`config.mk`:
```
export PLATFORM = sky130hd
export DESIGN_NAME = gregorian_date_subtract_unit
export DESIGN_NICKNAME = d
export VERILOG_FILES = /design/src/design/gds_pkg.sv /design/src/design/gds_dpath.sv /design/src/design/gds_ctrl.sv /design/src/design/gregorian_date_subtract_unit.sv
export SDC_FILE = /design/constraint.sdc
export NUM_CORES = 1
export LEC_CHECK = 0
export ABC_AREA = 1
export BUFFER_PORTS_ARGS = -buffer_cell sky130_fd_sc_hd__buf_2
export CAP_MARGIN = 20
export CORE_UTILIZATION = 29
export DETAILED_ROUTE_END_ITERATION = 8
export HOLD_SLACK_MARGIN = 0.1
export PLACE_DENSITY = 0.41
export SLEW_MARGIN = 25
export SYNTH_ARGS = -nofsm -noshare
export SYNTH_HDL_FRONTEND = slang
export SYNTH_SLANG_ARGS = --single-unit
```
`constraint.sdc`:
```
create_clock -name clk -period 11.5 [get_ports clk]
set_input_delay 2.3 -clock clk [delete_from_list [all_inputs] [get_ports clk]]
set_output_delay 2.3 -clock clk [all_outputs]
set_load 0.05 [all_outputs]
```
`src/design/gds_pkg.sv`:
```
// ----------------------------------------------------------------------------
// gds_pkg
// Shared widths, unit codes and controller/datapath interface types for the
// Gregorian date subtract unit.
// ----------------------------------------------------------------------------
package gds_pkg;

	localparam int FuncW  = 3;
	localparam int CountW = 15;
	localparam int DayW   = 5;
	localparam int MonthW = 4;
	localparam int YearW  = 16;
	localparam int RemW   = CountW + 3;

	localparam int InDataW  = 40;
	localparam int OutDataW = 32;

	localparam logic [FuncW-1:0] FUNC_DAY    = 3'd0;
	localparam logic [FuncW-1:0] FUNC_WEEK   = 3'd1;
	localparam logic [FuncW-1:0] FUNC_MONTH  = 3'd2;
	localparam logic [FuncW-1:0] FUNC_YEAR   = 3'd3;
	localparam logic [FuncW-1:0] FUNC_DECADE = 3'd4;
	localparam logic [FuncW-1:0] FUNC_CENT   = 3'd5;
	localparam logic [FuncW-1:0] FUNC_MILL   = 3'd6;
	localparam logic [FuncW-1:0] FUNC_NONE   = 3'd7;

	typedef struct packed {
		logic load;
		logic chk;
		logic day_step;
		logic unit_step;
		logic clamp;
		logic emit;
	} cmd_t;

	typedef struct packed {
		logic bad;
		logic done;
		logic day_unit;
	} sts_t;

endpackage

```
`src/design/gds_dpath.sv`:
```
// ----------------------------------------------------------------------------
// gds_dpath
// Date registers, remaining-count register, leap and month-length logic and
// the result register of the Gregorian date subtract unit.
// ----------------------------------------------------------------------------
module gds_dpath (
	input  logic                              clk,
	input  gds_pkg::cmd_t                     cmd,
	output gds_pkg::sts_t                     sts,
	input  logic [gds_pkg::FuncW-1:0]         func,
	input  logic [gds_pkg::CountW-1:0]        count,
	input  logic [gds_pkg::DayW-1:0]          day,
	input  logic [gds_pkg::MonthW-1:0]        month,
	input  logic signed [gds_pkg::YearW-1:0]  year,
	output logic [gds_pkg::DayW-1:0]          out_day,
	output logic [gds_pkg::MonthW-1:0]        out_month,
	output logic signed [gds_pkg::YearW-1:0]  out_year,
	output logic                              bad_date
);

	localparam logic [gds_pkg::DayW-1:0] MonthLen [16] = '{
		5'd0, 5'd31, 5'd28, 5'd31, 5'd30, 5'd31, 5'd30, 5'd31,
		5'd31, 5'd30, 5'd31, 5'd30, 5'd31, 5'd0, 5'd0, 5'd0
	};

	logic [gds_pkg::FuncW-1:0]        func_q;
	logic [gds_pkg::RemW-1:0]         rem_q;
	logic [gds_pkg::DayW-1:0]         day_q;
	logic [gds_pkg::MonthW-1:0]       month_q;
	logic signed [gds_pkg::YearW-1:0] year_q;
	logic                             bad_q;

	logic [gds_pkg::MonthW-1:0]       month_prev;
	logic [gds_pkg::DayW-1:0]         len_cur;
	logic [gds_pkg::DayW-1:0]         len_prev;
	logic                             valid_date;
	logic [gds_pkg::YearW-1:0]        year_dec;
	logic [gds_pkg::RemW-1:0]         count7;

	// divisibility by 25 of |y| through a reciprocal multiply and one correction
	function automatic logic is_leap(input logic signed [gds_pkg::YearW-1:0] y);
		logic [16:0] a;
		logic [28:0] p;
		logic [12:0] q;
		logic [16:0] r;
		logic        by25;
		a    = y[15] ? (17'd0 - {1'b1, y}) : {1'b0, y};
		p    = {12'd0, a} * 29'd2621;
		q    = p[28:16];
		r    = a - ({4'd0, q} * 17'd25);
		by25 = (r == 17'd0) || (r == 17'd25);
		return (y[1:0] == 2'd0) && (!by25 || (y[3:0] == 4'd0));
	endfunction

	function automatic logic [gds_pkg::DayW-1:0] days_in(
		input logic signed [gds_pkg::YearW-1:0] y,
		input logic [gds_pkg::MonthW-1:0]       m
	);
		logic [gds_pkg::DayW-1:0] len;
		if (m == 4'd2) begin
			len = is_leap(y) ? 5'd29 : 5'd28;
		end else begin
			len = MonthLen[m];
		end
		return len;
	endfunction

	assign month_prev = month_q - 4'd1;
	assign len_cur    = days_in(year_q, month_q);
	assign len_prev   = days_in(year_q, month_prev);
	assign valid_date = (month_q >= 4'd1) && (month_q <= 4'd12) &&
	                    (day_q != 5'd0) && (day_q <= len_cur);
	assign count7     = {count, 3'b000} - {3'b000, count};

	always_comb begin
		case (func_q)
			gds_pkg::FUNC_YEAR:   year_dec = 16'd1;
			gds_pkg::FUNC_DECADE: year_dec = 16'd10;
			gds_pkg::FUNC_CENT:   year_dec = 16'd100;
			gds_pkg::FUNC_MILL:   year_dec = 16'd1000;
			default:              year_dec = 16'd0;
		endcase
	end

	assign sts.bad      = !valid_date;
	assign sts.done     = (rem_q == '0) || (func_q == gds_pkg::FUNC_NONE);
	assign sts.day_unit = (func_q == gds_pkg::FUNC_DAY) || (func_q == gds_pkg::FUNC_WEEK);

	always_ff @(posedge clk) begin
		if (cmd.load) begin
			func_q  <= func;
			rem_q   <= (func == gds_pkg::FUNC_WEEK) ? count7 : {3'b000, count};
			day_q   <= day;
			month_q <= month;
			year_q  <= year;
		end else if (cmd.day_step) begin
			if (rem_q < {13'd0, day_q}) begin
				day_q <= day_q - rem_q[gds_pkg::DayW-1:0];
				rem_q <= '0;
			end else begin
				rem_q <= rem_q - {13'd0, day_q};
				if (month_q == 4'd1) begin
					day_q   <= 5'd31;
					month_q <= 4'd12;
					year_q  <= year_q - 16'sd1;
				end else begin
					day_q   <= len_prev;
					month_q <= month_prev;
				end
			end
		end else if (cmd.unit_step) begin
			rem_q <= rem_q - {{(gds_pkg::RemW-1){1'b0}}, 1'b1};
			if (func_q == gds_pkg::FUNC_MONTH) begin
				if (month_q == 4'd1) begin
					month_q <= 4'd12;
					year_q  <= year_q - 16'sd1;
				end else begin
					month_q <= month_prev;
				end
			end else begin
				year_q <= year_q - $signed(year_dec);
			end
		end else if (cmd.clamp) begin
			if (day_q > len_cur) begin
				day_q <= len_cur;
			end
		end
		if (cmd.chk) begin
			bad_q <= !valid_date;
		end
		if (cmd.emit) begin
			out_day   <= day_q;
			out_month <= month_q;
			out_year  <= year_q;
			bad_date  <= bad_q;
		end
	end

endmodule

```
`src/design/gds_ctrl.sv`:
```
// ----------------------------------------------------------------------------
// gds_ctrl
// Controller state machine: sequences validity check, day jumps or unit
// steps with day clamp, and hands the finished date to the output register.
// ----------------------------------------------------------------------------
module gds_ctrl (
	input  logic          clk,
	input  logic          arst_n,
	input  logic          s_tvalid,
	output logic          s_tready,
	output logic          m_tvalid,
	input  logic          m_tready,
	output gds_pkg::cmd_t cmd,
	input  gds_pkg::sts_t sts
);

	typedef enum logic [2:0] {
		ST_IDLE,
		ST_CHECK,
		ST_DAY,
		ST_STEP,
		ST_FIX,
		ST_DONE
	} state_t;

	state_t state_q;
	logic   m_tvalid_q;

	assign s_tready = (state_q == ST_IDLE);
	assign m_tvalid = m_tvalid_q;

	always_comb begin
		cmd           = '0;
		cmd.load      = (state_q == ST_IDLE) && s_tvalid;
		cmd.chk       = (state_q == ST_CHECK);
		cmd.day_step  = (state_q == ST_DAY) && !sts.done;
		cmd.unit_step = (state_q == ST_STEP);
		cmd.clamp     = (state_q == ST_FIX);
		cmd.emit      = (state_q == ST_DONE) && (!m_tvalid_q || m_tready);
	end

	always_ff @(posedge clk or negedge arst_n) begin
		if (!arst_n) begin
			state_q    <= ST_IDLE;
			m_tvalid_q <= 1'b0;
		end else begin
			if (cmd.emit) begin
				m_tvalid_q <= 1'b1;
			end else if (m_tready) begin
				m_tvalid_q <= 1'b0;
			end
			case (state_q)
				ST_IDLE: begin
					if (s_tvalid) begin
						state_q <= ST_CHECK;
					end
				end
				ST_CHECK: begin
					if (sts.bad || sts.done) begin
						state_q <= ST_DONE;
					end else if (sts.day_unit) begin
						state_q <= ST_DAY;
					end else begin
						state_q <= ST_STEP;
					end
				end
				ST_DAY: begin
					if (sts.done) begin
						state_q <= ST_DONE;
					end
				end
				ST_STEP: begin
					state_q <= ST_FIX;
				end
				ST_FIX: begin
					if (sts.done) begin
						state_q <= ST_DONE;
					end else begin
						state_q <= ST_STEP;
					end
				end
				ST_DONE: begin
					if (cmd.emit) begin
						state_q <= ST_IDLE;
					end
				end
				default: begin
					state_q <= ST_IDLE;
				end
			endcase
		end
	end

endmodule

```
`src/design/gregorian_date_subtract_unit.sv`:
```
// ----------------------------------------------------------------------------
// gregorian_date_subtract_unit
// Moves a Gregorian date back by a count of days, weeks, months, years,
// decades, centuries or millennia; invalid dates pass through flagged.
//
// Channel  Dir  Transaction contents
// s_*      in   tuser: func; tdata: count, day, month, year
// m_*      out  tuser: bad_date; tdata: out_day, out_month, out_year
//
// Steps: accept, check, emit; day and week units add a day jump per month
//   crossed, one jump for a part-month remainder and a final pass to finish;
//   month and year-based units add a unit step, then a day clamp, per count.
// One transaction in work at a time; a new one is taken while a finished
//   result waits in the output register.
// Reset clears the controller and the output valid; payload is not reset.
// ----------------------------------------------------------------------------
module gregorian_date_subtract_unit (
	input  logic                          clk,
	input  logic                          arst_n,
	input  logic                          s_tvalid,
	output logic                          s_tready,
	input  logic [gds_pkg::InDataW-1:0]   s_tdata,  // count, day, month, year
	input  logic [gds_pkg::FuncW-1:0]     s_tuser,  // func
	output logic                          m_tvalid,
	input  logic                          m_tready,
	output logic [gds_pkg::OutDataW-1:0]  m_tdata,  // out_day, out_month, out_year
	output logic                          m_tuser   // bad_date
);

	gds_pkg::cmd_t                    cmd;
	gds_pkg::sts_t                    sts;
	logic [gds_pkg::DayW-1:0]         out_day;
	logic [gds_pkg::MonthW-1:0]       out_month;
	logic signed [gds_pkg::YearW-1:0] out_year;

	gds_ctrl u_ctrl (
		.clk      (clk),
		.arst_n   (arst_n),
		.s_tvalid (s_tvalid),
		.s_tready (s_tready),
		.m_tvalid (m_tvalid),
		.m_tready (m_tready),
		.cmd      (cmd),
		.sts      (sts)
	);

	gds_dpath u_dpath (
		.clk       (clk),
		.cmd       (cmd),
		.sts       (sts),
		.func      (s_tuser),
		.count     (s_tdata[14:0]),
		.day       (s_tdata[19:15]),
		.month     (s_tdata[23:20]),
		.year      (s_tdata[39:24]),
		.out_day   (out_day),
		.out_month (out_month),
		.out_year  (out_year),
		.bad_date  (m_tuser)
	);

	assign m_tdata = {7'd0, out_year, out_month, out_day};

endmodule

```
==> summary.txt <==
Run status
  • Status: finished, violations left
  • Violated checks: DRC

GRT
  • Vias in the first global route: 10,100
  • Grt met3 use: 1.78%
  • Routing usage on met1: 23.3%
  • Antenna violations before repair: 0
  • Total GRT Usage: 17.0%
  • First-pass GRT wire length: 55,100 µm
  • Largest net degree at the start of global routing: 34
  • Grt total ovfl: 0
  • Most Crowded Layer GR: met2
  • Met2 usage: 28.8%

STA
  • Hold Slack: 0.440 ns
  • Final setup viols: 0
  • Skew final: 0.0169 ns
  • Final setup margin: 0.919 ns
  • Setup repair after global routing missed its margin: no
  • Slew @ Worst Pin: 0.953 ns
  • Final Hold Fails: 0
  • Relative slew margins: 36.1%
  • Setup TNS: 0 ns
  • Clock period minus worst slack: 10.58 ns
  • Tcrit/Tclk final: 92.0%
  • FMAX: 94.5 MHz
  • Slew Limit Fails: 0

Clock tree
  • Clk sinks: 77
  • Root buf cell: clkbuf_16
  • Clk slew on worst S/H paths: 0.06 ns
  • CTS Buffer Depth: 2
  • CTS tree: yes
  • CTS Buf Count: 9
  • Clk_lat worst skew: 0.36 ns
  • Cts hold-fix bufs: 0
  • H-tree depth: 3

Detailed routing
  • Via-per-instance ratio: 4.60
  • Drt total wl: 34,700 µm
  • Vias post-DR: 9,897
  • WL per Instance: 16.1 µm
  • DRC violations left: 6
  • Iter 0 DRT Violations: 477
  • Antenna-violating nets left: 0
  • Pre-antenna DRT Iters: 7

Synthesis
  • Post-synth EDFFs: 73
  • Netlist Area Pre-Place: 12,100 µm²
  • Avg Cell Area, Syn: 7.99 µm²
  • Library cells used by synthesis: 59
  • Commonest cells in the synthesized netlist: 314 x inv_1, 233 x nand2_1, 183 x ha_1, 115 x nor2_1, 84 x fa_1
  • Sequential share of the synthesized area: 19.0%
  • Top cells by area, synth: ha_1 19%, edfxtp_1 18%, fa_1 14%
  • Post-synth top area cell: ha_1
  • Register bit count reported by yosys: 77
  • Synth Instances: 1,514
  • Primary FF master, synth: edfxtp_1
  • Yosys top cell area share: 18.9%
  • Most frequent cell after synthesis: inv_1
  • Synth warnings: 0
  • Share of synthesized flip-flops with an asynchronous set or reset: 5.19%

Die
  • Site row count: 74
  • Core area: 41,000 µm²
  • Die area: 42,500 µm²
  • # IOs: 82
  • Initial Util: 29.5%
  • Horiz. Die Dim: 206 µm
  • Die Span Y: 206 µm

Critical path
  • CP arrival: 10.82 ns
  • Crit Path Category: register to register
  • CP startpoint kind: register
  • Worst-path fanout max: 7
  • Worst Path Required: 11.74 ns
  • Critical path's slowest cell: fa_1
  • Setup crit end kind: register
  • Crit-path max cell delay: 0.54 ns

Cells and area
  • Share of cells above drive strength 1: 12.0%
  • Nets@finish: 1,929
  • Design area: 13,700 µm²
  • ANT cells: 0
  • Area grow syn2layout: 13.5%

Placed design
  • Routability Congestion: 0.868
  • # port buffers: 74
  • Dpl hpwl: 29,200 µm
  • Area after DPL: 13,200 µm²
  • DP Worst Slack: 0.0111 ns

Min path
  • Hold Crit Class: register to register

Run
  • Max cap viols: 0
-- flip-flops by register name (all words and copies together) (netlist names) --
signal	count
u_dpath.func_q	3
u_ctrl.m_tvalid	1
u_dpath.year_q	16
u_dpath.out_year	16
u_dpath.bad_date	1
u_ctrl.state_q	3
u_dpath.bad_q	1
u_dpath.month_q	4
u_dpath.out_month	4
u_dpath.out_day	5
u_dpath.rem_q	18
u_dpath.day_q	5
-- cell families after synthesis --
family / Yosys count / synth area share [%]
XOR/XNOR: 109 / 8.20
AO/OA/AOI/OAI: 229 / 11.6
other: 2 / 0.0621
adder cells (fa/ha/maj): 267 / 32.8
flip-flops: 77 / 19.0
AND/OR/NAND/NOR: 483 / 17.3
buffers and inverters: 347 / 11.0
-- cells in the final DEF, fill, tap and decap left out, types with 59 or more instances in the layout --
cell type	count
a21oi_1	77
fa_1	84
edfxtp_1	73
o21ai_0	59
xor2_1	77
nor2_1	110
inv_1	312
nand2_1	231
nand3_1	61
ha_1	178
buf_2	74
-- path summary, 6_finish.rpt --
check | slack [ns] | to | startpoint | depth (start not counted)
min reg2reg | 0.44 | u_dpath.bad_date$_DFFE_PP_ | u_dpath.bad_q$_DFFE_PN_ | 0
min in group asynchronous | 1.74 | u_ctrl.m_tvalid$_DFFE_PN0P_ | arst_n | 1
min | 0.44 | u_dpath.bad_date$_DFFE_PP_ | u_dpath.bad_q$_DFFE_PN_ | 0
max in group asynchronous | 9.63 | u_ctrl.state_q[2]$_DFFE_PN0P_ | arst_n | 1
max | 0.92 | u_ctrl.state_q[2]$_DFFE_PN0P_ | u_dpath.year_q[2]$_DFFE_PP_ | 65
max reg2reg | 0.92 | u_ctrl.state_q[2]$_DFFE_PN0P_ | u_dpath.year_q[2]$_DFFE_PP_ | 65
-- area by class of cell --
cell class,count,area [µm²]
fillers,4435,27300
inverters,324,1220
well taps,532,666
clock inverters,5,52.6
flip-flops and latches,77,2290
repair buffers,101,573
clock buffers,11,233
multi-input cells,1102,8690
-- per-stage QoR --
stage / utilization [%] / cells
after CTS: 33.0 / 2149
after global routing: 33.5 / 2152
after global placement: 32.3 / 2133
final: 33.5 / 2152
after floorplan: - / 1526
after detailed placement: 32.3 / 2133
-- timing repair --
action,4_1_cts,5_1_grt
buffers inserted,0,3
endpoints found under the setup margin,0,9
gates resized for setup,0,34
-- layer usage --
| layer | part of all wire, % | vias to the layer above |
|---|---|---|
| li1 | - | 5085 |
| met1 | 49 | 4687 |
| met2 | 47 | 111 |
| met3 | 2.3 | 14 |
| met4 | 0.97 | 0 |
| met5 | 0 | - |
-- worst max-delay path: cells and delay by family (launching register included) --
kind | cells | cell delay [ns]
and+or+nand+nor | 32 | 3.13
adders and majority gates | 11 | 4.27
DFF | 1 | 0.48
buffers and inverters | 11 | 0.82
xor gates and xnor gates | 4 | 0.76
AOI/OAI and AO/OA | 7 | 0.95
Power is left out: the tool's default activity adds up to more than one toggle a clock period on the data nets, which glitch-free logic cannot reach.
